### config.mk
export PLATFORM = sky130hd
export DESIGN_NAME = sample_ring_record_deframer_unit
export DESIGN_NICKNAME = d
export VERILOG_FILES = /design/src/srd_pkg.sv /design/src/sample_ring_record_deframer_unit.sv /design/src/srd_parser.sv /design/src/srd_out_fifo.sv
export SDC_FILE = /design/constraint.sdc
export NUM_CORES = 2
export LEC_CHECK = 0
export BUFFER_PORTS_ARGS = -buffer_cell sky130_fd_sc_hd__buf_2
export CAP_MARGIN = 10
export CORE_ASPECT_RATIO = 0.75
export CORE_MARGIN = 3
export CORE_UTILIZATION = 60
export DETAILED_ROUTE_END_ITERATION = 7
export GPL_TIMING_DRIVEN = 0
export PLACE_DENSITY = 0.8
export REMOVE_ABC_BUFFERS = 1
export SYNTH_ARGS = -nofsm -noshare
export SYNTH_HDL_FRONTEND = slang
export SYNTH_SLANG_ARGS = --single-unit
### constraint.sdc
create_clock -name clk -period 34.2 [get_ports clk]
set_input_delay 6.84 -clock clk [delete_from_list [all_inputs] [get_ports clk]]
set_output_delay 6.84 -clock clk [all_outputs]
set_load 0.1 [all_outputs]
### src/srd_pkg.sv
// ----------------------------------------------------------------------------
// srd_pkg
// Shared types and constants of the sample ring record deframer.
// ----------------------------------------------------------------------------
package srd_pkg;

  // largest payload emitted per sample record, whatever payload_limit says
  localparam int unsigned MAX_PAYLOAD = 256;

  localparam int unsigned LIMIT_W = 9;
  localparam int unsigned CODE_W  = 32;
  localparam int unsigned POS_W   = 64;
  localparam int unsigned IDX_W   = 16;
  localparam int unsigned CNT_W   = 32;
  localparam int unsigned CFG_W   = 64;

  localparam logic [IDX_W-1:0] MAX_PAYLOAD_W = IDX_W'(MAX_PAYLOAD);

  // configuration register indexes
  localparam logic [1:0] CFG_PAYLOAD_LIMIT = 2'd0;
  localparam logic [1:0] CFG_SAMPLE_TYPE   = 2'd1;
  localparam logic [1:0] CFG_LOST_TYPE     = 2'd2;
  localparam logic [1:0] CFG_START_POS     = 2'd3;

  localparam logic [LIMIT_W-1:0] LIMIT_RESET       = 9'd256;
  localparam logic [CODE_W-1:0]  SAMPLE_TYPE_RESET = 32'd9;
  localparam logic [CODE_W-1:0]  LOST_TYPE_RESET   = 32'd2;

  // result kinds
  localparam logic [1:0] KIND_PAYLOAD = 2'd0;
  localparam logic [1:0] KIND_EMPTY   = 2'd1;
  localparam logic [1:0] KIND_SUMMARY = 2'd2;

  // record layout
  localparam logic [IDX_W-1:0] HDR_LAST_IDX  = 16'd7;
  localparam logic [IDX_W-1:0] HDR_SIZE_IDX  = 16'd6;
  localparam logic [IDX_W-1:0] HDR_LEN       = 16'd8;
  localparam logic [IDX_W-1:0] LOST_FIRST    = 16'd16;
  localparam logic [IDX_W-1:0] LOST_LAST     = 16'd23;
  localparam logic [IDX_W-1:0] LOST_MIN_SIZE = 16'd24;

  // result queue
  localparam int unsigned FIFO_DEPTH = 4;
  localparam int unsigned FIFO_AW    = $clog2(FIFO_DEPTH);
  localparam int unsigned FIFO_CW    = $clog2(FIFO_DEPTH + 1);

  typedef struct packed {
    logic [7:0] data_byte;
    logic       batch_end;
  } srd_in_t;

  typedef struct packed {
    logic [1:0]       result_kind;
    logic [7:0]       payload_byte;
    logic             payload_last;
    logic [CNT_W-1:0] batch_samples;
    logic [POS_W-1:0] lost_total;
    logic [POS_W-1:0] consumed_position;
    logic             halted;
  } srd_result_t;

  // up to two results made by one accepted item, record result first
  typedef struct packed {
    logic        main_valid;
    srd_result_t main;
    logic        sum_valid;
    srd_result_t sum;
  } srd_push_t;

endpackage

### src/sample_ring_record_deframer_unit.sv
// ----------------------------------------------------------------------------
// sample_ring_record_deframer_unit
// Splits a ring byte stream into records, emits sample payload bytes,
// totals lost-event counts and reports batch summaries.
// ----------------------------------------------------------------------------
//  channel  direction  handshake                  payload
//  in       input      in_valid / in_stall        srd_in_t (data_byte, batch_end)
//  res      output     res_valid / res_stall      srd_result_t (one result item)
//  cfg      input      cfg_we, cfg_addr, cfg_data write only, no wait
//
// one byte per cycle while in_stall is low; its results enter a four-entry
// queue at the accepting edge and leave one per cycle from the next cycle on
// while res_stall is low; a byte with a payload result and a summary gives two.
// in_stall rises while the queue holds more than two items.
// synchronous reset clears the parser state and empties the queue.
// res_stall only holds the queue head; the parser keeps working until in_stall rises.
// ----------------------------------------------------------------------------
module sample_ring_record_deframer_unit (
  input  logic                      clk,
  input  logic                      rst,
  input  logic                      in_valid,
  output logic                      in_stall,
  input  srd_pkg::srd_in_t          in_item,
  output logic                      res_valid,
  input  logic                      res_stall,
  output srd_pkg::srd_result_t      res_item,
  input  logic                      cfg_we,
  input  logic [1:0]                cfg_addr,
  input  logic [srd_pkg::CFG_W-1:0] cfg_data
);
  import srd_pkg::*;

  srd_push_t push;
  logic      room;
  logic      step;

  assign in_stall = !room;
  assign step     = in_valid && room;

  srd_parser u_parser (
    .clk      (clk),
    .rst      (rst),
    .step     (step),
    .item     (in_item),
    .cfg_we   (cfg_we),
    .cfg_addr (cfg_addr),
    .cfg_data (cfg_data),
    .push     (push)
  );

  srd_out_fifo u_fifo (
    .clk       (clk),
    .rst       (rst),
    .push      (push),
    .room      (room),
    .res_valid (res_valid),
    .res_stall (res_stall),
    .res_item  (res_item)
  );

endmodule

### src/srd_parser.sv
// ----------------------------------------------------------------------------
// srd_parser
// Per-byte record parser: header capture, payload selection, lost-count
// accumulation, positions and batch sample count.
// ----------------------------------------------------------------------------
module srd_parser (
  input  logic                     clk,
  input  logic                     rst,
  input  logic                     step,
  input  srd_pkg::srd_in_t         item,
  input  logic                     cfg_we,
  input  logic [1:0]               cfg_addr,
  input  logic [srd_pkg::CFG_W-1:0] cfg_data,
  output srd_pkg::srd_push_t       push
);
  import srd_pkg::*;

  logic [LIMIT_W-1:0] payload_limit;
  logic [CODE_W-1:0]  sample_code;
  logic [CODE_W-1:0]  lost_code;

  logic [CODE_W-1:0]  hdr_type;
  logic [7:0]         hdr_size_lo;
  logic [IDX_W-1:0]   rec_idx;
  logic [CODE_W-1:0]  record_type;
  logic [IDX_W-1:0]   record_size;
  logic [55:0]        lost_lo;
  logic [POS_W-1:0]   lost_sum;
  logic [POS_W-1:0]   stream_pos;
  logic [POS_W-1:0]   record_start;
  logic [CNT_W-1:0]   sample_count;
  logic               halt;

  logic               hdr_done;
  logic [IDX_W-1:0]   size_now;
  logic [CODE_W-1:0]  type_now;
  logic               bad_size;
  logic               halt_next;
  logic               is_sample;
  logic               is_lost;
  logic [IDX_W-1:0]   lim_eff;
  logic [IDX_W-1:0]   body;
  logic [IDX_W-1:0]   emit_len;
  logic [IDX_W-1:0]   offset;
  logic               active;
  logic               rec_end;
  logic               emit_payload;
  logic               emit_empty;
  logic               lost_hit;
  logic [POS_W-1:0]   lost_sum_next;
  logic [POS_W-1:0]   record_start_next;
  logic               count_inc;
  logic [CNT_W-1:0]   count_after;
  logic               parse_on;

  always_comb begin
    hdr_done  = (rec_idx == HDR_LAST_IDX);
    size_now  = hdr_done ? {item.data_byte, hdr_size_lo} : record_size;
    type_now  = hdr_done ? hdr_type : record_type;
    bad_size  = hdr_done && (size_now < HDR_LEN);
    parse_on  = step && !halt;
    halt_next = halt || (parse_on && bad_size);
    is_sample = (type_now == sample_code);
    is_lost   = !is_sample && (type_now == lost_code);

    lim_eff  = ({7'd0, payload_limit} > MAX_PAYLOAD_W) ? MAX_PAYLOAD_W
                                                        : {7'd0, payload_limit};
    body     = (size_now >= HDR_LEN) ? size_now - HDR_LEN : '0;
    emit_len = (body < lim_eff) ? body : lim_eff;
    offset   = rec_idx - HDR_LEN;

    active  = parse_on && !bad_size && (rec_idx >= HDR_LAST_IDX);
    rec_end = (rec_idx == size_now - 16'd1);

    emit_empty   = active && is_sample && hdr_done && (emit_len == '0);
    emit_payload = active && is_sample && !hdr_done && (offset < emit_len);

    lost_hit = active && is_lost && (size_now >= LOST_MIN_SIZE) &&
               (rec_idx >= LOST_FIRST) && (rec_idx <= LOST_LAST);
    lost_sum_next = (lost_hit && rec_idx == LOST_LAST) ?
                    lost_sum + {item.data_byte, lost_lo} : lost_sum;

    record_start_next = (active && rec_end) ? stream_pos + 64'd1 : record_start;
    count_inc   = active && rec_end && is_sample && (sample_count != '1);
    count_after = sample_count + CNT_W'(count_inc);
  end

  always_comb begin
    push.main_valid             = emit_empty || emit_payload;
    push.main.result_kind       = emit_empty ? KIND_EMPTY : KIND_PAYLOAD;
    push.main.payload_byte      = emit_payload ? item.data_byte : 8'd0;
    push.main.payload_last      = emit_payload && (offset == emit_len - 16'd1);
    push.main.batch_samples     = '0;
    push.main.lost_total        = lost_sum_next;
    push.main.consumed_position = record_start_next;
    push.main.halted            = halt_next;

    push.sum_valid             = step && item.batch_end;
    push.sum.result_kind       = KIND_SUMMARY;
    push.sum.payload_byte      = 8'd0;
    push.sum.payload_last      = 1'b0;
    push.sum.batch_samples     = count_after;
    push.sum.lost_total        = lost_sum_next;
    push.sum.consumed_position = record_start_next;
    push.sum.halted            = halt_next;
  end

  // header and lost word capture, no reset needed
  always_ff @(posedge clk) begin
    if (parse_on) begin
      if (rec_idx < 16'd4) begin
        hdr_type[8*rec_idx[1:0] +: 8] <= item.data_byte;
      end
      if (rec_idx == HDR_SIZE_IDX) begin
        hdr_size_lo <= item.data_byte;
      end
      if (lost_hit && rec_idx != LOST_LAST) begin
        lost_lo[8*rec_idx[2:0] +: 8] <= item.data_byte;
      end
    end
  end

  always_ff @(posedge clk) begin
    if (rst) begin
      payload_limit <= LIMIT_RESET;
      sample_code   <= SAMPLE_TYPE_RESET;
      lost_code     <= LOST_TYPE_RESET;
      rec_idx       <= '0;
      record_type   <= '0;
      record_size   <= '0;
      lost_sum      <= '0;
      stream_pos    <= '0;
      record_start  <= '0;
      sample_count  <= '0;
      halt          <= 1'b0;
    end else begin
      if (step) begin
        stream_pos   <= stream_pos + 64'd1;
        lost_sum     <= lost_sum_next;
        record_start <= record_start_next;
        halt         <= halt_next;
        sample_count <= item.batch_end ? '0 : count_after;
        if (parse_on && hdr_done) begin
          record_type <= type_now;
          record_size <= size_now;
        end
        if (parse_on && !bad_size) begin
          rec_idx <= (active && rec_end) ? '0 : rec_idx + 16'd1;
        end
      end
      if (cfg_we) begin
        unique case (cfg_addr)
          CFG_PAYLOAD_LIMIT: payload_limit <= cfg_data[LIMIT_W-1:0];
          CFG_SAMPLE_TYPE:   sample_code   <= cfg_data[CODE_W-1:0];
          CFG_LOST_TYPE:     lost_code     <= cfg_data[CODE_W-1:0];
          CFG_START_POS: begin
            stream_pos   <= cfg_data;
            record_start <= cfg_data;
            rec_idx      <= '0;
          end
          default: ;
        endcase
      end
    end
  end

  a_halt_sticky: assert property (@(posedge clk) disable iff (rst)
    halt |=> halt) else $error("halt flag cleared without reset");

  a_no_record_result_halted: assert property (@(posedge clk) disable iff (rst)
    push.main_valid |-> !push.main.halted)
    else $error("record result produced while halted");

  a_idx_in_record: assert property (@(posedge clk) disable iff (rst)
    (step && !halt && rec_idx > HDR_LAST_IDX) |-> (rec_idx < record_size))
    else $error("byte index ran past the record size");

endmodule

### src/srd_out_fifo.sv
// ----------------------------------------------------------------------------
// srd_out_fifo
// Small result queue: takes up to two results a cycle, hands out one.
// ----------------------------------------------------------------------------
module srd_out_fifo (
  input  logic                 clk,
  input  logic                 rst,
  input  srd_pkg::srd_push_t   push,
  output logic                 room,
  output logic                 res_valid,
  input  logic                 res_stall,
  output srd_pkg::srd_result_t res_item
);
  import srd_pkg::*;

  srd_result_t        mem [FIFO_DEPTH];
  logic [FIFO_AW-1:0] wr_ptr;
  logic [FIFO_AW-1:0] rd_ptr;
  logic [FIFO_CW-1:0] count;
  logic [FIFO_CW-1:0] n_push;
  logic               pop;

  assign n_push    = FIFO_CW'(push.main_valid) + FIFO_CW'(push.sum_valid);
  assign res_valid = (count != '0);
  assign pop       = res_valid && !res_stall;
  assign res_item  = mem[rd_ptr];
  // room for the worst case of two results from the next item
  assign room      = (count <= FIFO_CW'(FIFO_DEPTH - 2));

  always_ff @(posedge clk) begin
    if (push.main_valid) begin
      mem[wr_ptr] <= push.main;
      if (push.sum_valid) begin
        mem[wr_ptr + FIFO_AW'(1)] <= push.sum;
      end
    end else if (push.sum_valid) begin
      mem[wr_ptr] <= push.sum;
    end
  end

  always_ff @(posedge clk) begin
    if (rst) begin
      wr_ptr <= '0;
      rd_ptr <= '0;
      count  <= '0;
    end else begin
      wr_ptr <= wr_ptr + n_push[FIFO_AW-1:0];
      if (pop) begin
        rd_ptr <= rd_ptr + FIFO_AW'(1);
      end
      count <= count + n_push - FIFO_CW'(pop);
    end
  end

  a_count_bound: assert property (@(posedge clk) disable iff (rst)
    count <= FIFO_CW'(FIFO_DEPTH)) else $error("result queue overflow");

  a_push_needs_room: assert property (@(posedge clk) disable iff (rst)
    (n_push != '0) |-> (count + n_push <= FIFO_CW'(FIFO_DEPTH)))
    else $error("push into a full result queue");

  a_head_stable: assert property (@(posedge clk) disable iff (rst)
    (res_valid && res_stall) |=> (res_valid && $stable(res_item)))
    else $error("stalled result item changed");

endmodule
[After elaboration in Yosys (flattened, before gate mapping)]
Memory sizes are Yosys's and may differ from the RTL's. A register that Yosys moved wholly into a read port is not among the register bits.
Cells that the tools add are included.
Operators by class
  add/subtract/negate cells: 16
  bitwise operators: 1
  reduce and logical (&&, ||, !) cells: 43
  $lt $le $gt $ge: 11
  multiplexer cells: 33
  shift-type cells: 4
  equal/unequal tests: 12
Operators by type and width (count)
  $mux W64: 8
  $mux W172: 1
  $mux W16: 8
  $add A64 B1 Y64 const B: 1
  $add A64 B64 Y64: 1
  $eq A32 B32 Y1: 2
  $mux W32: 2
  $bwmux W56: 1
  $shift A8 B34 Y56 const A: 1
  $shiftx A8 B34 Y56: 1
  $neg A5 Y34: 1
  $neg A6 Y34: 1
  $shift A8 B34 Y32 const A: 1
  $shiftx A8 B34 Y32: 1
  $add A32 B1 Y32: 1
  $bwmux W32: 1
  $eq A16 B16 Y1: 2
  $eq A16 B3 Y1 const B: 2
  $ge A16 B5 Y1 const B: 2
  $lt A16 B16 Y1: 2
  $ne A32 B32 Y1 const B: 1
  $sub A16 B1 Y16 const B: 2
  $sub A16 B4 Y16 const B: 2
  $logic_and A1 B1 Y1: 25
  28 further kinds: 50
Storage, ports and cells
  input bits: 80
  word-level logic and storage cells: 138
  bits in writable memories: 688
  register bits after elaboration: 465
  memories: 1
Memories
  u_fifo.mem: words 4, bits a word 172, read ports 1, clocked after Yosys merged registers in 1, write ports 2, RTL line srd_out_fifo.sv:16  | srd_result_t mem [FIFO_DEPTH];

[Depth between registers and ports, before layout]
  word-level depth: 14
  mapped depth: 43
  depth with buffers taken out: 38

[Hierarchy]
A second synthesis with hierarchy kept.
Second synthesis, totals
  cell total of the unflattened synthesis: 5396
  area, all modules: 63981.4 µm²
Modules (own cells, without submodules)
  srd_out_fifo: cells an instance 1723, instances 1, area an instance 33885.0 µm²
  srd_parser: cells an instance 3671, instances 1, area an instance 30086.4 µm²
  sample_ring_record_deframer_unit: cells an instance 2, instances 1, area an instance 10.0 µm²

[Worst setup path after synthesis]
OpenSTA, ideal clock, no wires.
  path type: input-to-reg
  start: in in_item[5] in the netlist's numbering
  end: mem u_fifo.mem[0][127] in the netlist's numbering, data pin
  path buffers: 3
  required time: 34.041 ns
  setup time: 0.159 ns
  arrival: 16.171 ns
  setup slack: 17.870 ns
  cell stages on the path: 28
  cells stage by stage: clkbuf_1 -> nor3_1 -> nand4_1 -> a31o_2 -> o22ai_1 -> clkbuf_1 -> nor2_1 -> ha_1 -> nor3b_1 -> nand3_1 -> o221a_2 -> a21oi_1 -> o22ai_2 -> clkbuf_1 -> a31oi_1 -> ha_1 -> nand4_1 -> or3_1 -> mux2i_1 -> nand2_1 -> nor2_1 -> nor2_1 -> or2_2 -> ha_1 -> or3_1 -> and2_1 -> inv_1 -> and2_1
RTL lines
  start: declaration: RTL line sample_ring_record_deframer_unit.sv:23  | input srd_pkg::srd_in_t in_item,
  end: declaration: RTL line srd_out_fifo.sv:16

==> qor.yml <==
detailed_routing:
  antenna_left: 0
  wirelength_met1_mm: 62.6
  drt_iter0_drc: 4932
  vias: 40900
  wire_per_inst_um: 22.6
  routed_wl_mm: 149
  detail_route.first_pass.iterations: 6
  drc: 0
  met2_routed_wl_mm: 69.1
  route.detailed.vias_per_inst: 6.19
  detailroute.wirelength.met3_mm: 13.2
  top_layer_used: "met5"
die:
  design.die.area_um2: 98200
  core.rowCount: 96
  top_level_ports: 254
  starting_density_pct: 61.2
  fp.dieH_um: 272
  die_x_um: 361
  design.core.area_um2: 92600
global_routing:
  grt_usage_pct: 30.0
  vias_in_the_first_global_route: 40200
  first_pass_grt_wire_length_mm: 231
  grt_max_degree: 136
  grt_overflow_total: 0
  antenna_found_initial: 15
hold_path:
  hp-start: "u_fifo.mem[2][171]"
  hold_class: "reg -> reg"
logic_synthesis:
  synthArstFlopShare_pct: 0
  synth_edf_count: 740
  yosysTopAreaCell: "sky130_fd_sc_hd__edfxtp_1"
  ys_top_cells_by_count: "995 x sky130_fd_sc_hd__nor2_1, 740 x sky130_fd_sc_hd__edfxtp_1, 524 x sky130_fd_sc_hd__nand2_1"
  flops_latches_synth: 1155
  synth_compound_gate_area_share_pct: 7.79
  post-synth-top-count-cell: "sky130_fd_sc_hd__nor2_1"
  synth-adder-area-share_pct: 2.50
  combinational_family_with_the_most_area_after_synthesis: "simple AND/OR/NAND/NOR gates"
  synthFlopType: "sky130_fd_sc_hd__edfxtp_1"
  post_synth_instance_area_um2: 56700
  synth.top_cell.area_share_pct: 39.2
  synth.yosys.seq_area_share_pct: 53.9
  ys.warnings.count: 0
  netlist_top_cells_area: "sky130_fd_sc_hd__edfxtp_1 39%, sky130_fd_sc_hd__dfxtp_1 15%, sky130_fd_sc_hd__mux4_2 6.8%, sky130_fd_sc_hd__nor2_1 6.6%, sky130_fd_sc_hd__nand2_1 3.5%"
  syn_inst: 5188
  synthDistinctLibCells: 93
  xor_xnor_cell_area_share_of_the_yosys_netlist_pct: 5.39
  synth.area.mux_share_pct: 10.9
  synth_area_per_cell_um2: 10.9
  synth_simple_gate_area_share_pct: 16.5
sta:
  setup_viol: 0
  max_clock_freq_mhz: 63.0
  final_period_minus_worst_setup_slack_ns: 15.88
  tightestPinTransition_ns: 1.28
  drv_slew: 0
  hold_viol: 0
  slew-limit-headroom_pct: 14.6
  rsz_0062_raised_after_global_routing: "false"
  hold_slack_ns: 0.447
  share_of_the_clock_period_used_by_the_worst_path_after_layout_pct: 46.4
  clock_skew_ns: 0.0221
  layout_setup_ws_ns: 18.32
placement:
  dpl.hpwl_mm: 96.9
  io_buffer_count: 253
  pre_cts_slack_ns: 17.93
  place.detailed.instances: 6393
  globalplace.congestion: 0.966
power:
  power.net_switching_mw: 1.41
  p_int_mw: 2.44
  share_clk_of_total_power_pct: 30.8
  sequential_share_of_power_pct: 41.3
  design_power_total_mw: 3.85
  vdd_drop_max_mv: 0.0495
  share_comb_of_total_power_pct: 27.9
  cellLeakagePower_nw: 21.8
  sw_frac_of_total_pct: 36.6
  power_density_nw_per_um2: 61.3
clock_tree:
  post-cts-setup-buffers: 0
  clock_path_buffers: 3
  cts_inserted_buffers: 108
  htreeDepth: 3
  postCtsResizedCells: 0
  cts_sinks: 1155
  cts_root_buf: "sky130_fd_sc_hd__clkbuf_16"
  cts_hold_buf: 0
  clk_pin_slew_worst_paths_ns: 0.06
  worst_skew_pair.late_latency_ns: 0.68
  cts_tree: "built"
worst_setup_path:
  crit_path_dat_ns: 16.38
  critical_path.max_fanout: 108
  cp_capture_type: "flop"
  cell_family_with_the_largest_share_of_critical_path_delay: "simple AND/OR/NAND/NOR gates"
  critPathBufInv: 7
  critical_path.startpoint_type: "input pin"
  timing.critical_path.slowest_cell_delay_ns: 0.67
  cp_slowest_cell: "sky130_fd_sc_hd__o22ai_2"
  r2r_start: "u_parser.rec_idx[0]"
  ws_path_type: "in -> reg"
  crit_start: "in_item[1]"
  critical-path-top-cell-by-count: "sky130_fd_sc_hd__nor2_1"
  required_ns: 34.69
cells_and_area:
  nFillCells: 6614
  area_growth_syn_to_layout_pct: 10.7
  layout.cells.non_filler: 6607
  num-nets-final: 5472
  final_layout_size_suffix_gt1_share_pct: 14.6
flow_run:
  timing.max_cap.violations: 0
run_status:
  run_status: "completed"
## power by group through the flow
stage | clock network (mW) | registers (mW) | logic, mW
floorplan | 0 | 1.64 | 0.838
global placement | 0 | 1.67 | 1.08
detailed placement | 0 | 1.62 | 1.08
CTS | 1.19 | 1.59 | 1.08
global route | 1.25 | 1.59 | 1.11
finish | 1.18 | 1.59 | 1.07
## through the flow
step	area (µm²)	utilization (%)	TNS [ns]
final	62700	67.7	0
after detailed placement	59300	64.0	0
after floorplan	55300	-	0
after CTS	62700	67.7	0
after global routing	62700	67.7	0
after global placement	58100	62.8	-2165.19
## placed cells by master (no fill, tap or decap), drive strengths merged, types with 94 or more instances in the layout
master and count:
xor2 132, nor3 94, mux2i 153, mux4 172, o21ai 156, clkbuf 147
nor2 995, edfxtp 740, dfxtp 415, a21oi 337, buf 299, nand2 525
ha 110, xnor2 216
## path summary, 6_finish.rpt
| check | slack, ns | depth (start not counted) | endpoint |
|---|---|---|---|
| setup / recovery | 18.32 | 34 | u_fifo.mem[1][126] |
| hold / removal | 0.45 | 2 | u_fifo.mem[2][171] |
| setup reg to reg | 21.68 | 38 | u_fifo.mem[1][126] |
| hold reg to reg | 0.45 | 2 | u_fifo.mem[2][171] |
## cell families (layout without fill, tap and decap cells)
kind of cell | Yosys count | after routing
buf+inv | 412 | 591
xor+xnor | 348 | 348
simple gates | 2111 | 2111
fa+ha+maj | 112 | 112
mux | 328 | 328
other cells | 1 | 16
flops | 1155 | 1155
compound gates | 721 | 721
## flip-flops by register name, summed over array words and instances (netlist names), 32 cells and up, named ones only
name	count
u_parser.lost_sum	64
u_parser.stream_pos	64
u_parser.lost_code	32
u_parser.sample_code	32
u_parser.record_type	32
u_parser.lost_lo	56
u_parser.record_start	64
u_parser.sample_count	32
u_fifo.mem	688
u_parser.hdr_type	32
## layer usage
layer | up-vias | track usage [%]
met5 | - | 0
met4 | 10 | 9.04
met3 | 287 | 5.17
met2 | 1990 | 47.6
met1 | 20100 | 42.8
li1 | 18600 | -
## layout make-up
| cell class | instances | area, µm² | area share (%) |
|---|---|---|---|
| Tap cell | 1225 | 1530 | 2.44 |
| Clock inverter | 56 | 478 | 0.762 |
| Clock buffer | 147 | 2940 | 4.68 |
| Inverter | 89 | 364 | 0.580 |
| Multi-Input combinational cell | 3627 | 24500 | 39.1 |
| Sequential cell | 1155 | 30500 | 48.7 |
| Antenna cell | 9 | 22.5 | 0.0359 |
| Timing Repair Buffer | 299 | 2320 | 3.70 |
## tightest hold or removal path, stage by stage, from the launching register on
cell and delay (ns):
sky130_fd_sc_hd__dfxtp_1 0.31, sky130_fd_sc_hd__nand2_1 0.05, sky130_fd_sc_hd__nand2_1 0.04
Note: power is estimated with default switching activity, not from simulation.
